[src/rtl/miller_rabin_round_unit_defines.svh]
// assertion macros for the miller-rabin round unit
`ifndef MILLER_RABIN_ROUND_UNIT_DEFINES_SVH
`define MILLER_RABIN_ROUND_UNIT_DEFINES_SVH

// implication checked on every clock edge outside reset
`define MR_ASSERT_IMPL(label, clk, rst_n, ante, cons, msg) \
  label: assert property (@(posedge clk) disable iff (!rst_n) (ante) |-> (cons)) \
    else $error(msg);

// next-cycle implication checked outside reset
`define MR_ASSERT_NEXT(label, clk, rst_n, ante, cons, msg) \
  label: assert property (@(posedge clk) disable iff (!rst_n) (ante) |=> (cons)) \
    else $error(msg);

`endif

[src/rtl/mrr_pkg.sv]
`default_nettype none
package mrr_pkg;
  localparam int unsigned N_BITS_DEF = 32;
  localparam int unsigned FIELD_W    = 32;
  localparam int unsigned IN_DATA_W  = 64;
  localparam int unsigned OUT_DATA_W = 8;

  // datapath operations
  typedef enum logic [2:0] {
    OP_NONE   = 3'd0,
    OP_LOAD   = 3'd1,
    OP_SHIFT  = 3'd2,
    OP_REDUCE = 3'd3,
    OP_MUL    = 3'd4,
    OP_DSHIFT = 3'd5,
    OP_COPY   = 3'd6
  } mrr_op_t;

  // multiply operand selection
  typedef enum logic [1:0] {
    MSEL_R_B = 2'd0,
    MSEL_B_B = 2'd1,
    MSEL_X_X = 2'd2
  } mrr_msel_t;

  typedef struct packed {
    mrr_op_t   op;
    mrr_msel_t msel;
    logic      start;
  } mrr_cmd_t;

  typedef struct packed {
    logic busy;
    logic trivial;
    logic trivial_pass;
    logic d_odd;
    logic e_zero;
    logic e_lsb;
    logic s_le1;
    logic x_one;
    logic x_nm1;
  } mrr_stat_t;
endpackage
`default_nettype wire

[src/rtl/miller_rabin_round_unit.sv]
`default_nettype none
// One Miller-Rabin round per request: candidate and base in, a one-bit verdict out.
// Small and even candidates skip the arithmetic. Odd candidates first reduce the base
// modulo the candidate, then run one or two shift-and-add modular multiplies per
// exponent bit and one per squaring, all on the single shared multiplier. One
// request is worked at a time; the verdict sits in an output register.
module miller_rabin_round_unit #(
  parameter int unsigned N_BITS = mrr_pkg::N_BITS_DEF
) (
  input  wire logic                        clk,
  input  wire logic                        rst_n,
  input  wire logic                        in_tvalid,
  output logic                             in_tready,
  input  wire logic [mrr_pkg::IN_DATA_W-1:0]  in_tdata,  // candidate, witness_base
  output logic                             out_tvalid,
  input  wire logic                        out_tready,
  output logic [mrr_pkg::OUT_DATA_W-1:0]   out_tdata   // verdict, zero fill
);
  import mrr_pkg::*;
  `include "miller_rabin_round_unit_defines.svh"

  mrr_cmd_t  cmd;
  mrr_stat_t stat;
  logic idle, done, pass, in_fire, out_free;
  logic       vld_r;
  logic [OUT_DATA_W-1:0] dat_r;

  assign in_tready = idle;
  assign in_fire   = in_tvalid & in_tready;
  assign out_free  = !vld_r || out_tready;

  mrr_ctrl u_ctrl (
    .clk, .rst_n, .in_fire, .out_free, .stat, .cmd, .idle, .done, .pass
  );

  mrr_datapath #(.N_BITS(N_BITS)) u_dp (
    .clk, .cand(in_tdata[FIELD_W-1:0]), .base(in_tdata[2*FIELD_W-1:FIELD_W]),
    .cmd, .stat
  );

  always_ff @(posedge clk) begin
    if (!rst_n) vld_r <= 1'b0;
    else if (done && out_free) vld_r <= 1'b1;
    else if (out_tready) vld_r <= 1'b0;
    if (done && out_free) dat_r <= {{(OUT_DATA_W-1){1'b0}}, pass};
  end

  assign out_tvalid = vld_r;
  assign out_tdata  = dat_r;

  `MR_ASSERT_IMPL(a_accept_idle, clk, rst_n, in_fire, !done, "accept while result pending")
  `MR_ASSERT_NEXT(a_fire_leaves_idle, clk, rst_n, in_fire, !idle, "request did not start")
  `MR_ASSERT_IMPL(a_stall_hold, clk, rst_n, out_tvalid && !out_tready && done, !out_free,
                  "result overwrite")
endmodule
`default_nettype wire

[src/rtl/mrr_datapath.sv]
`default_nettype none
module mrr_datapath #(
  parameter int unsigned N_BITS = mrr_pkg::N_BITS_DEF
) (
  input  wire logic                    clk,
  input  wire logic [mrr_pkg::FIELD_W-1:0] cand,
  input  wire logic [mrr_pkg::FIELD_W-1:0] base,
  input  wire mrr_pkg::mrr_cmd_t       cmd,
  output mrr_pkg::mrr_stat_t           stat
);
  import mrr_pkg::*;
  localparam int unsigned SW = $clog2(N_BITS + 1);

  logic [N_BITS-1:0] n_r, d_r, b_r, r_r, x_r, nm1;
  logic [N_BITS-1:0] acc_r, ma_r, mb_r;
  logic [N_BITS-1:0] rem_r;
  logic [SW-1:0]     s_r, cnt_r;
  logic              busy_r;
  mrr_msel_t         msel_r;
  mrr_op_t           run_r;
  logic [N_BITS-1:0] n_in, b_in;
  logic [N_BITS:0]   rdbl;
  logic [N_BITS-1:0] rem_nxt, acc_nxt;

  assign n_in = N_BITS'(cand);
  assign b_in = N_BITS'(base);
  assign nm1  = n_r - N_BITS'(1);

  // modular add in one step: values stay below n
  function automatic logic [N_BITS-1:0] addm(logic [N_BITS-1:0] a, logic [N_BITS-1:0] b,
                                             logic [N_BITS-1:0] m);
    logic [N_BITS:0] t;
    t = {1'b0, a} + {1'b0, b};
    if (t >= {1'b0, m}) addm = N_BITS'(t - {1'b0, m});
    else addm = t[N_BITS-1:0];
  endfunction

  assign rdbl    = {rem_r, b_r[N_BITS-1]};
  assign rem_nxt = (rdbl >= {1'b0, n_r}) ? N_BITS'(rdbl - {1'b0, n_r}) : rdbl[N_BITS-1:0];
  assign acc_nxt = mb_r[0] ? addm(acc_r, ma_r, n_r) : acc_r;

  always_ff @(posedge clk) begin
    if (cmd.op == OP_LOAD) begin
      n_r <= n_in;
      b_r <= b_in;
      d_r <= n_in - N_BITS'(1);
      s_r <= '0;
      x_r <= '0;
      busy_r <= 1'b0;
    end else if (cmd.start) begin
      busy_r <= 1'b1;
      cnt_r  <= SW'(N_BITS);
      msel_r <= cmd.msel;
      run_r  <= cmd.op;
      if (cmd.op == OP_REDUCE) begin
        rem_r <= '0;
        r_r   <= (n_r == N_BITS'(1)) ? '0 : N_BITS'(1);
      end else begin
        acc_r <= '0;
        // each squaring of x uses up one of the s-1 allowed rounds
        if (cmd.msel == MSEL_X_X) s_r <= s_r - SW'(1);
        case (cmd.msel)
          MSEL_R_B: begin ma_r <= b_r; mb_r <= r_r; end
          MSEL_B_B: begin ma_r <= b_r; mb_r <= b_r; end
          default:  begin ma_r <= x_r; mb_r <= x_r; end
        endcase
      end
    end else if (busy_r) begin
      cnt_r <= cnt_r - SW'(1);
      if (run_r == OP_REDUCE) begin
        // restoring remainder, one base bit a cycle
        rem_r <= rem_nxt;
        if (cnt_r == SW'(1)) begin
          busy_r <= 1'b0;
          b_r <= rem_nxt;
        end else b_r <= b_r << 1;
      end else begin
        // shift-and-add modular multiply, one multiplier bit a cycle
        acc_r <= acc_nxt;
        ma_r <= addm(ma_r, ma_r, n_r);
        mb_r <= mb_r >> 1;
        if (mb_r == '0 || cnt_r == SW'(1)) begin
          busy_r <= 1'b0;
          case (msel_r)
            MSEL_R_B: r_r <= acc_nxt;
            MSEL_B_B: b_r <= acc_nxt;
            default:  x_r <= acc_nxt;
          endcase
        end
      end
    end else begin
      case (cmd.op)
        OP_SHIFT: begin
          d_r <= d_r >> 1;
          s_r <= s_r + SW'(1);
        end
        OP_DSHIFT: d_r <= d_r >> 1;
        OP_COPY:   x_r <= r_r;
        default: ;
      endcase
    end
  end

  always_comb begin
    stat.busy         = busy_r;
    stat.trivial      = (n_r <= N_BITS'(3)) || !n_r[0];
    stat.trivial_pass = (n_r == N_BITS'(2)) || (n_r == N_BITS'(3));
    stat.d_odd        = d_r[0];
    stat.e_zero       = (d_r == '0);
    stat.e_lsb        = d_r[0];
    stat.s_le1        = (s_r <= SW'(1));
    stat.x_one        = (x_r == N_BITS'(1));
    stat.x_nm1        = (x_r == nm1);
  end
endmodule
`default_nettype wire

[src/rtl/mrr_ctrl.sv]
`default_nettype none
module mrr_ctrl (
  input  wire logic               clk,
  input  wire logic               rst_n,
  input  wire logic               in_fire,
  input  wire logic               out_free,
  input  wire mrr_pkg::mrr_stat_t stat,
  output mrr_pkg::mrr_cmd_t       cmd,
  output logic                    idle,
  output logic                    done,
  output logic                    pass
);
  import mrr_pkg::*;

  typedef enum logic [10:0] {
    S_IDLE  = 11'b00000000001,
    S_CHECK = 11'b00000000010,
    S_STRIP = 11'b00000000100,
    S_RED   = 11'b00000001000,
    S_BIT   = 11'b00000010000,
    S_MULW  = 11'b00000100000,
    S_SQW   = 11'b00001000000,
    S_COPY  = 11'b00010000000,
    S_EVAL  = 11'b00100000000,
    S_LOOPW = 11'b01000000000,
    S_DONE  = 11'b10000000000
  } state_t;

  state_t state_r, state_nxt;
  logic   pass_r, pass_nxt;
  logic   first_r, first_nxt;

  always_comb begin
    state_nxt = state_r;
    pass_nxt  = pass_r;
    first_nxt = first_r;
    cmd       = '{op: OP_NONE, msel: MSEL_R_B, start: 1'b0};
    case (state_r)
      S_IDLE: if (in_fire) begin
        cmd.op = OP_LOAD;
        state_nxt = S_CHECK;
      end
      S_CHECK: begin
        if (stat.trivial) begin
          pass_nxt = stat.trivial_pass;
          state_nxt = S_DONE;
        end else state_nxt = S_STRIP;
      end
      S_STRIP: begin
        if (stat.d_odd) begin
          cmd = '{op: OP_REDUCE, msel: MSEL_R_B, start: 1'b1};
          state_nxt = S_RED;
        end else begin
          cmd.op = OP_SHIFT;
        end
      end
      S_RED: if (!stat.busy) state_nxt = S_BIT;
      S_BIT: begin
        // d is consumed bit by bit while squaring the base
        if (stat.e_zero) state_nxt = S_COPY;
        else if (stat.e_lsb) begin
          cmd = '{op: OP_MUL, msel: MSEL_R_B, start: 1'b1};
          state_nxt = S_MULW;
        end else begin
          cmd = '{op: OP_MUL, msel: MSEL_B_B, start: 1'b1};
          state_nxt = S_SQW;
        end
      end
      S_MULW: if (!stat.busy) begin
        cmd = '{op: OP_MUL, msel: MSEL_B_B, start: 1'b1};
        state_nxt = S_SQW;
      end
      S_SQW: if (!stat.busy) begin
        cmd.op = OP_DSHIFT;
        state_nxt = S_BIT;
      end
      S_COPY: begin
        cmd.op = OP_COPY;
        first_nxt = 1'b1;
        state_nxt = S_EVAL;
      end
      S_EVAL: begin
        // x == 1 only counts before the first squaring
        if (stat.x_nm1 || (first_r && stat.x_one)) begin
          pass_nxt = 1'b1;
          state_nxt = S_DONE;
        end else begin
          pass_nxt = 1'b0;
          first_nxt = 1'b0;
          state_nxt = S_DONE;
          if (!stat.s_le1) begin
            cmd = '{op: OP_MUL, msel: MSEL_X_X, start: 1'b1};
            state_nxt = S_LOOPW;
          end
        end
      end
      S_LOOPW: if (!stat.busy) state_nxt = S_EVAL;
      S_DONE: if (out_free) state_nxt = S_IDLE;
      default: state_nxt = S_IDLE;
    endcase
  end

  always_ff @(posedge clk) begin
    if (!rst_n) begin
      state_r <= S_IDLE;
      pass_r  <= 1'b0;
      first_r <= 1'b0;
    end else begin
      state_r <= state_nxt;
      pass_r  <= pass_nxt;
      first_r <= first_nxt;
    end
  end

  assign idle = (state_r == S_IDLE);
  assign done = (state_r == S_DONE);
  assign pass = pass_r;
endmodule
`default_nettype wire
[config.mk]
export PLATFORM = sky130hd
export DESIGN_NAME = miller_rabin_round_unit
export DESIGN_NICKNAME = d
export VERILOG_FILES = /design/src/rtl/mrr_pkg.sv /design/src/rtl/miller_rabin_round_unit.sv /design/src/rtl/mrr_datapath.sv /design/src/rtl/mrr_ctrl.sv
export VERILOG_INCLUDE_DIRS = /design/src /design/src/rtl
export SDC_FILE = /design/constraint.sdc
export NUM_CORES = 1
export LEC_CHECK = 0
export ABC_CLOCK_PERIOD_IN_PS = 7200
export BUFFER_PORTS_ARGS = -buffer_cell sky130_fd_sc_hd__buf_2
export CAP_MARGIN = 20
export CORE_MARGIN = 1.5
export CORE_UTILIZATION = 40
export DETAILED_ROUTE_END_ITERATION = 8
export PLACE_DENSITY_LB_ADDON = 0.05
export SYNTH_ARGS = -nofsm -noshare
export SYNTH_HDL_FRONTEND = slang
export SYNTH_SLANG_ARGS = --single-unit
export TNS_END_PERCENT = 10
[constraint.sdc]
create_clock -name clk -period 7.2 [get_ports clk]
set_input_delay 0.36 -clock clk [delete_from_list [all_inputs] [get_ports clk]]
set_output_delay 0.36 -clock clk [all_outputs]
set_load 0.01 [all_outputs]
# Word level (Yosys, flattened, before mapping)
# Cells that the tools add are included.
dict set report op_classes {
  eq_ne 44
  muxes 86
  order_cmp 5
  reduce_logical 42
  add_sub_neg 10
  bitwise_logic 3
}
# op count
set op_table {}
lappend op_table {{two-way mux 32 bit} 43}
lappend op_table {{case mux 11 bit (10 select lines)} 1}
lappend op_table {{greater-or-equal comparator 33 x 32 -> 1 bit} 3}
lappend op_table {{two-way mux 11 bit} 9}
lappend op_table {{subtractor 32 bit} 3}
lappend op_table {{adder 32 x 32 -> 33 bit} 2}
lappend op_table {{equality test 32 x 1 -> 1 bit, second input constant} 2}
lappend op_table {{equality test 32 x 2 -> 1 bit, second input constant} 2}
lappend op_table {{logical NOT 32 bit} 2}
lappend op_table {{case mux 32 bit (2 select lines)} 1}
lappend op_table {{subtractor 32 x 1 -> 32 bit, second input constant} 2}
lappend op_table {{two-way mux 6 bit} 10}
lappend op_table {{equality test 32 bit} 1}
lappend op_table {{<= comparator 32 x 2 -> 1 bit, second input constant} 1}
lappend op_table {{inequality test 2 bit, second input constant} 12}
lappend op_table {{nonzero test 2 bit} 11}
lappend op_table {{case mux 3 bit (7 select lines)} 1}
lappend op_table {{AND reduction 4 bit} 4}
lappend op_table {{two-way mux 1 bit} 14}
lappend op_table {{inequality test 2 x 1 -> 1 bit, second input constant} 6}
lappend op_table {{case mux 3 bit (4 select lines)} 1}
lappend op_table {{AND reduction 6 bit} 2}
lappend op_table {{subtractor 6 x 1 -> 6 bit, second input constant} 2}
lappend op_table {{equality test 11 x 1 -> 1 bit, second input constant} 1}
lappend op_table {{other kinds (34)} 54}
dict set report totals {
  wordCells 209
  regBits 321
  in_bits 68
}

# Logic depth before layout (Yosys ltp)
dict set report depth {
  depth_word 11
  ltp_mapped 22
}

# By module
# From an unflattened synthesis, not the netlist that was laid out.
dict set report hier_totals {
  hier_cells 2733
  hier_area_um2 24385.9
}
# module area_each_um2 n_inst cells_each
set modules_own_cells {}
lappend modules_own_cells {mrr_datapath 23348.6 1 2602}
lappend modules_own_cells {mrr_ctrl 887.1 1 116}
lappend modules_own_cells {miller_rabin_round_unit 150.1 1 15}

# Worst setup path before layout
# No wires, ideal clock.
dict set report synth_path {
  path_type {register to register}
  startpoint {register u_dp.n_r[0]}
  endpoint {register u_dp.b_r[0] (enable)}
  required_time_ns 6.730
  setup_slack_ns 0.954
  arrival_time_ns 5.777
  path_stages_with_launch 15
  setup_ns 0.470
  path_cell_list {edfxtp_1 buf_4 inv_1 ha_1 nor3b_2 nand2_4 or4_1 o21ai_1 nand4_1 nor4_1 nand4_1 a211oi_2 inv_2 buf_1 o31ai_1}
}
dict set report synth_via {
  elab_chain_len 8
  word_cells_on_any_way 12
}
# element line
set synth_rtl {}
lappend synth_rtl {{start, declared} mrr_datapath.sv:14} ;# logic [N_BITS-1:0] n_r, d_r, b_r, r_r, x_r, nm1;
lappend synth_rtl {{start signal, assigned} mrr_datapath.sv:44} ;# n_r <= n_in;
lappend synth_rtl {{subtractor 32 x 1 -> 32 bit (*)} mrr_datapath.sv:27} ;# assign nm1 = n_r - N_BITS'(1);
lappend synth_rtl {{equality test 32 bit (*)} mrr_datapath.sv:113} ;# stat.x_nm1 = (x_r == nm1);
lappend synth_rtl {{logical OR 1 bit (*)} mrr_ctrl.sv:84} ;# if (stat.x_nm1 || (first_r && stat.x_one)) begin
lappend synth_rtl {{two-way mux 6 bit (*)} mrr_ctrl.sv:84}
lappend synth_rtl {{case mux 3 bit (7 select lines)} mrr_ctrl.sv:38} ;# case (state_r)
lappend synth_rtl {{equality test 3 x 1 -> 1 bit} mrr_datapath.sv:43} ;# if (cmd.op == OP_LOAD) begin
lappend synth_rtl {{inequality test 2 x 1 -> 1 bit (no source line), or another cell as far along} -}
lappend synth_rtl {{AND reduction 4 bit (no source line) (*)} -}
lappend synth_rtl {{end signal, assigned} mrr_datapath.sv:45} ;# b_r <= b_in;
lappend synth_rtl {{end signal, assigned} mrr_datapath.sv:75} ;# b_r <= rem_nxt;
lappend synth_rtl {{end signal, assigned} mrr_datapath.sv:76} ;# end else b_r <= b_r << 1;
lappend synth_rtl {{end, declared} mrr_datapath.sv:14}
# Mark *: on every way between the ends. The rest lies on a longest branch, timed or not.
# A chain may end at the register's enable or synchronous reset.

# Worst setup path after layout
dict set report layout_path {
  startpoint {register u_dp.ma_r[0]}
  endpoint {register u_dp.b_r[2] (data pin)}
}
dict set report layout_via {
  elab_chain_len 10
  word_cells_on_any_way 11
}
# element line
set layout_rtl {}
lappend layout_rtl {{start, declared} mrr_datapath.sv:15} ;# logic [N_BITS-1:0] acc_r, ma_r, mb_r;
lappend layout_rtl {{start signal, assigned} mrr_datapath.sv:63} ;# MSEL_R_B: begin ma_r <= b_r; mb_r <= r_r; end
lappend layout_rtl {{start signal, assigned} mrr_datapath.sv:64} ;# MSEL_B_B: begin ma_r <= b_r; mb_r <= b_r; end
lappend layout_rtl {{start signal, assigned} mrr_datapath.sv:65} ;# default: begin ma_r <= x_r; mb_r <= x_r; end
lappend layout_rtl {{adder 32 x 32 -> 33 bit (*)} mrr_datapath.sv:33} ;# t = {1'b0, a} + {1'b0, b};
lappend layout_rtl {{subtractor 32 bit or greater-or-equal comparator 33 x 32 -> 1 bit (tied branches)} mrr_datapath.sv:34} ;# if (t >= {1'b0, m}) addm = N_BITS'(t - {1'b0, m});
lappend layout_rtl {{two-way mux 32 bit (*)} mrr_datapath.sv:34}
lappend layout_rtl {{two-way mux 32 bit (*)} mrr_datapath.sv:40} ;# assign acc_nxt = mb_r[0] ? addm(acc_r, ma_r, n_r) : acc_r;
lappend layout_rtl {{two-way mux 32 bit (*)} mrr_datapath.sv:84} ;# case (msel_r)
lappend layout_rtl {{two-way mux 32 bit (*)} mrr_datapath.sv:82} ;# if (mb_r == '0 || cnt_r == SW'(1)) begin
lappend layout_rtl {{two-way mux 32 bit (*)} mrr_datapath.sv:70} ;# if (run_r == OP_REDUCE) begin
lappend layout_rtl {{two-way mux 32 bit (*)} mrr_datapath.sv:68} ;# end else if (busy_r) begin
lappend layout_rtl {{two-way mux 32 bit (*)} mrr_datapath.sv:50} ;# end else if (cmd.start) begin
lappend layout_rtl {{two-way mux 32 bit (*)} mrr_datapath.sv:43}
# Mark *: on every way between the ends. The rest lies on a longest branch, timed or not. The select of a mux whose other input is x is not followed.

==> results.cfg <==
[worst_setup_path]
crit_path_end_kind = flop
crit_chain = ha_1 -> fa_1 -> a211oi_1 -> o211ai_1 -> a21oi_1 -> o31ai_1 -> a221o_1 -> a21oi_1 -> xnor2_1 -> ha_1 -> a21o_1 -> a211o_1 -> a21oi_1 -> nand3b_1 -> a21oi_1 -> or2_2 -> nor2_2 -> buf_4 -> a21oi_1 -> o21ai_0 -> o22ai_1 -> nor2_1
cp.arrival_ps = 6720
rr_worst_depth = 22
rr_startpoint = u_dp.ma_r[0]$_DFFE_PP_
cp_max_fo = 17
path_class = reg2reg
r2r-end = u_dp.b_r[2]$_DFFE_PP_
critPathSlowestCell = nor2_2
r2r_setup_slack_ps = 910
cp.required_ps = 7630
cp-start-kind = flop
cpPeakStageDelay_ps = 500
crit_top_cell = a21oi_1

[synth]
seq_area_frac_synth_pct = 38.6
ys_types = 88
ys_ff_latch = 321
synth_ff_type = edfxtp_1
synth_edf_count = 268
ys_warn_count = 0
synth_area_mm2 = 0.0236
async_flop_share_pct = 0
synthCells = 2633
avgSynthCellArea_um2 = 8.97

[timing]
period_share_pct = 87.4
clock.fmax_ghz = 0.159
slew_violations = 0
worstMarginPinSlew_ps = 1010
rsz0062_at_grt = no
tns_ps = 0
slew_headroom_pct = 32.4
fin_crit_ps = 6290
setup_violations = 0
finalWorstSetupSlack_ps = 907
hold_violations = 0
clock_skew_ps = 25.2

[detailed_routing]
routed_wl_mm = 88.3
drc_errors = 0
via_per_inst = 6.05
routed-via-count = 21000
drt_iter0_markers = 2025
routedWlPerCell_um = 25.5
ant_nets = 0
dr.pass1.iters = 6

[placement]
portBuffers = 70
gp_congestion = 0.941
hpwlAfterDp_mm = 68.4
placed_area_mm2 = 0.0248
place_ws_ps = 1040

[cts]
path_clk_slew_ps = 60
h-tree-depth = 2
clockRootBuffer = clkbuf_16
insertion_delay_ps = 570
cts.sinks = 321
cts_setup_buffers = 0
clock_path_buffers = 3
cts_tree = done
ctsResizeCount = 0
numCtsBuffers = 39

[finish]
antennaDiodeCount = 0
drive_above_1_share_pct = 9.52
nNetsFinal = 2881
fin_area_mm2 = 0.0262
area_delta_synth_final_pct = 10.8

[floorplanning]
dieArea_mm2 = 0.0605
die_x_um = 246
die_height_um = 246
fp-row-count = 88
ioPinCount = 78
core_area_mm2 = 0.0580
start_util_pct = 40.7

[power_and_ir_drop]
p_sw_share_pct = 39.4
seq_power_share_pct = 33.1
powerDensity_mw_per_mm2 = 305
pwr-share-clk_pct = 26.1
netSwitchingPower_mw = 3.14
vdd_drop_max_mv = 0.175
power.total_mw = 7.97
p_comb_share_pct = 40.7
internal_power_mw = 4.83
leakagePower_nw = 9.96

[hold_path]
hold_depth = 1
hold_class = in2reg
hold_end = u_dp.n_r[1]$_DFFE_PP_
hold_path.startpoint = in_tdata[1]

[global_routing]
grt_usage_pct = 29.1
grt_max_degree = 69
overflow = 0
first_global_vias = 20100
grt_pass1_wl_mm = 131
antenna_found_initial = 1

[job]
max-cap-violations = 0

[status]
status = completed
==> repair_timing <==
action	4_1_cts	5_1_grt
endpoints found under the setup margin	0	0
endpoints found under the hold margin	4	0
hold buffers	4	0
==> area by class of cell <==
cell class                      instances  area (um^2)
Multi-Input combinational cell       2116        13800
Fill cell                            5748        31900
Tap cell                              765          957
Inverter                               83          312
Clock inverter                         19          225
Timing Repair Buffer                  110          686
Sequential cell                       321         9110
Clock buffer                           51         1090
==> registers in the layout, summed over array words and instances, names as in the netlist <==
signal / flops
out_tdata: 1
u_dp.n_r: 32
u_dp.s_r: 6
u_dp.d_r: 32
u_dp.run_r: 3
u_dp.x_r: 32
out_tvalid: 1
u_dp.cnt_r: 6
u_dp.r_r: 32
u_dp.b_r: 32
u_ctrl.pass: 1
u_dp.acc_r: 32
u_dp.msel_r: 2
u_dp.mb_r: 32
u_dp.busy_r: 1
u_dp.rem_r: 32
u_ctrl.first_r: 1
u_dp.ma_r: 32
u_ctrl.state_r: 11
==> cell families (layout without fill, tap and decap cells) <==
kind of cell / after synthesis / after routing / synth area share [%]
other cells: 1 / 7 / 0.0159
flops: 321 / 321 / 38.6
buf+inv: 202 / 263 / 3.56
fa+ha+maj: 142 / 142 / 7.65
compound gates: 765 / 765 / 19.9
mux: 98 / 98 / 4.33
simple gates: 913 / 913 / 18.8
xor+xnor: 191 / 191 / 7.09
==> through the flow <==
stage          util, %  instances  hold WS (ps)
5_1_grt           45.1       3465          14.4
6_report          45.1       3465          21.2
4_1_cts           45.1       3465          2.60
2_1_floorplan        -       2639           408
3_3_place_gp      42.7       3391           469
3_5_place_dp      42.7       3391           488
==> cells in the final DEF (no fill, tap or decap), types with 36 or more instances in the layout <==
master / netlist / routed
clkbuf_16: 0 / 41
mux2i_1: 66 / 66
ha_1: 138 / 138
a21o_1: 58 / 58
xnor2_1: 119 / 119
dfxtp_1: 53 / 53
nand4_1: 36 / 36
inv_1: 81 / 80
nor4_1: 44 / 44
nand2_1: 277 / 276
xor2_1: 72 / 72
edfxtp_1: 268 / 268
nor3_1: 54 / 54
nor2_1: 253 / 252
nand3_1: 48 / 48
o21ai_0: 188 / 188
a21oi_1: 250 / 248
buf_2: 17 / 70
==> Yosys cell counts, types with 22 or more instances <==
cell type | instances | area [um^2]
a21oi_1 | 250 | 1250
mux2_2 | 32 | 360
a31oi_1 | 32 | 200
mux2i_1 | 66 | 661
xnor2_1 | 119 | 1040
inv_1 | 81 | 304
and3_1 | 25 | 156
xor2_1 | 72 | 631
nand2_1 | 277 | 1040
nor3_1 | 54 | 270
nor2b_1 | 22 | 138
clkbuf_1 | 84 | 315
dfxtp_1 | 53 | 1060
and2_1 | 36 | 225
nor2_1 | 253 | 950
a21o_1 | 58 | 435
nor4_1 | 44 | 275
nand4_1 | 36 | 225
o21ai_0 | 188 | 941
nand3_1 | 48 | 240
o21ai_1 | 23 | 115
ha_1 | 138 | 1730
a211oi_1 | 35 | 263
edfxtp_1 | 268 | 8050
nand2b_1 | 25 | 156
==> power groups by stage <==
stage	logic, mW	clock network, mW	registers (mW)
floorplan	2.24	0	2.58
global placement	3.16	0	2.67
detailed placement	3.16	0	2.67
CTS	3.19	2.11	2.64
global route	3.54	2.18	2.67
finish	3.24	2.08	2.64
==> layer usage <==
layer,track usage (%),up-vias,share of wire (%)
met4,7.80,0,2.6
met5,0,-,0
met1,41.9,10200,46
met3,4.28,121,7.6
li1,-,9802,-
met2,45.4,867,44
==> how the worst max path moves through the flow <==
| stage | from | to | depth (start not counted) |
|---|---|---|---|
| 6_report | u_dp.ma_r[0]$_DFFE_PP_ | u_dp.b_r[2]$_DFFE_PP_ | 22 |
| 5_1_grt | u_dp.ma_r[0]$_DFFE_PP_ | u_dp.b_r[2]$_DFFE_PP_ | 22 |
| 4_1_cts | u_dp.ma_r[0]$_DFFE_PP_ | u_dp.b_r[2]$_DFFE_PP_ | 22 |
| 3_5_place_dp | u_dp.ma_r[0]$_DFFE_PP_ | u_dp.b_r[2]$_DFFE_PP_ | 22 |
| 3_3_place_gp | u_dp.ma_r[0]$_DFFE_PP_ | u_dp.b_r[2]$_DFFE_PP_ | 22 |
| 2_1_floorplan | u_dp.n_r[0]$_DFFE_PP_ | u_dp.b_r[0]$_DFFE_PP_ | 14 |
==> worst max-delay path: cells and delay by family (launching register included) <==
family | cells | cell delay [ps]
AOI/OAI and AO/OA | 13 | 2930
DFF | 1 | 440
adders and majority gates | 3 | 1080
xor gates and xnor gates | 1 | 200
buffers and inverters | 1 | 380
and+or+nand+nor | 4 | 1100
Note: power is estimated with default switching activity, not from simulation.
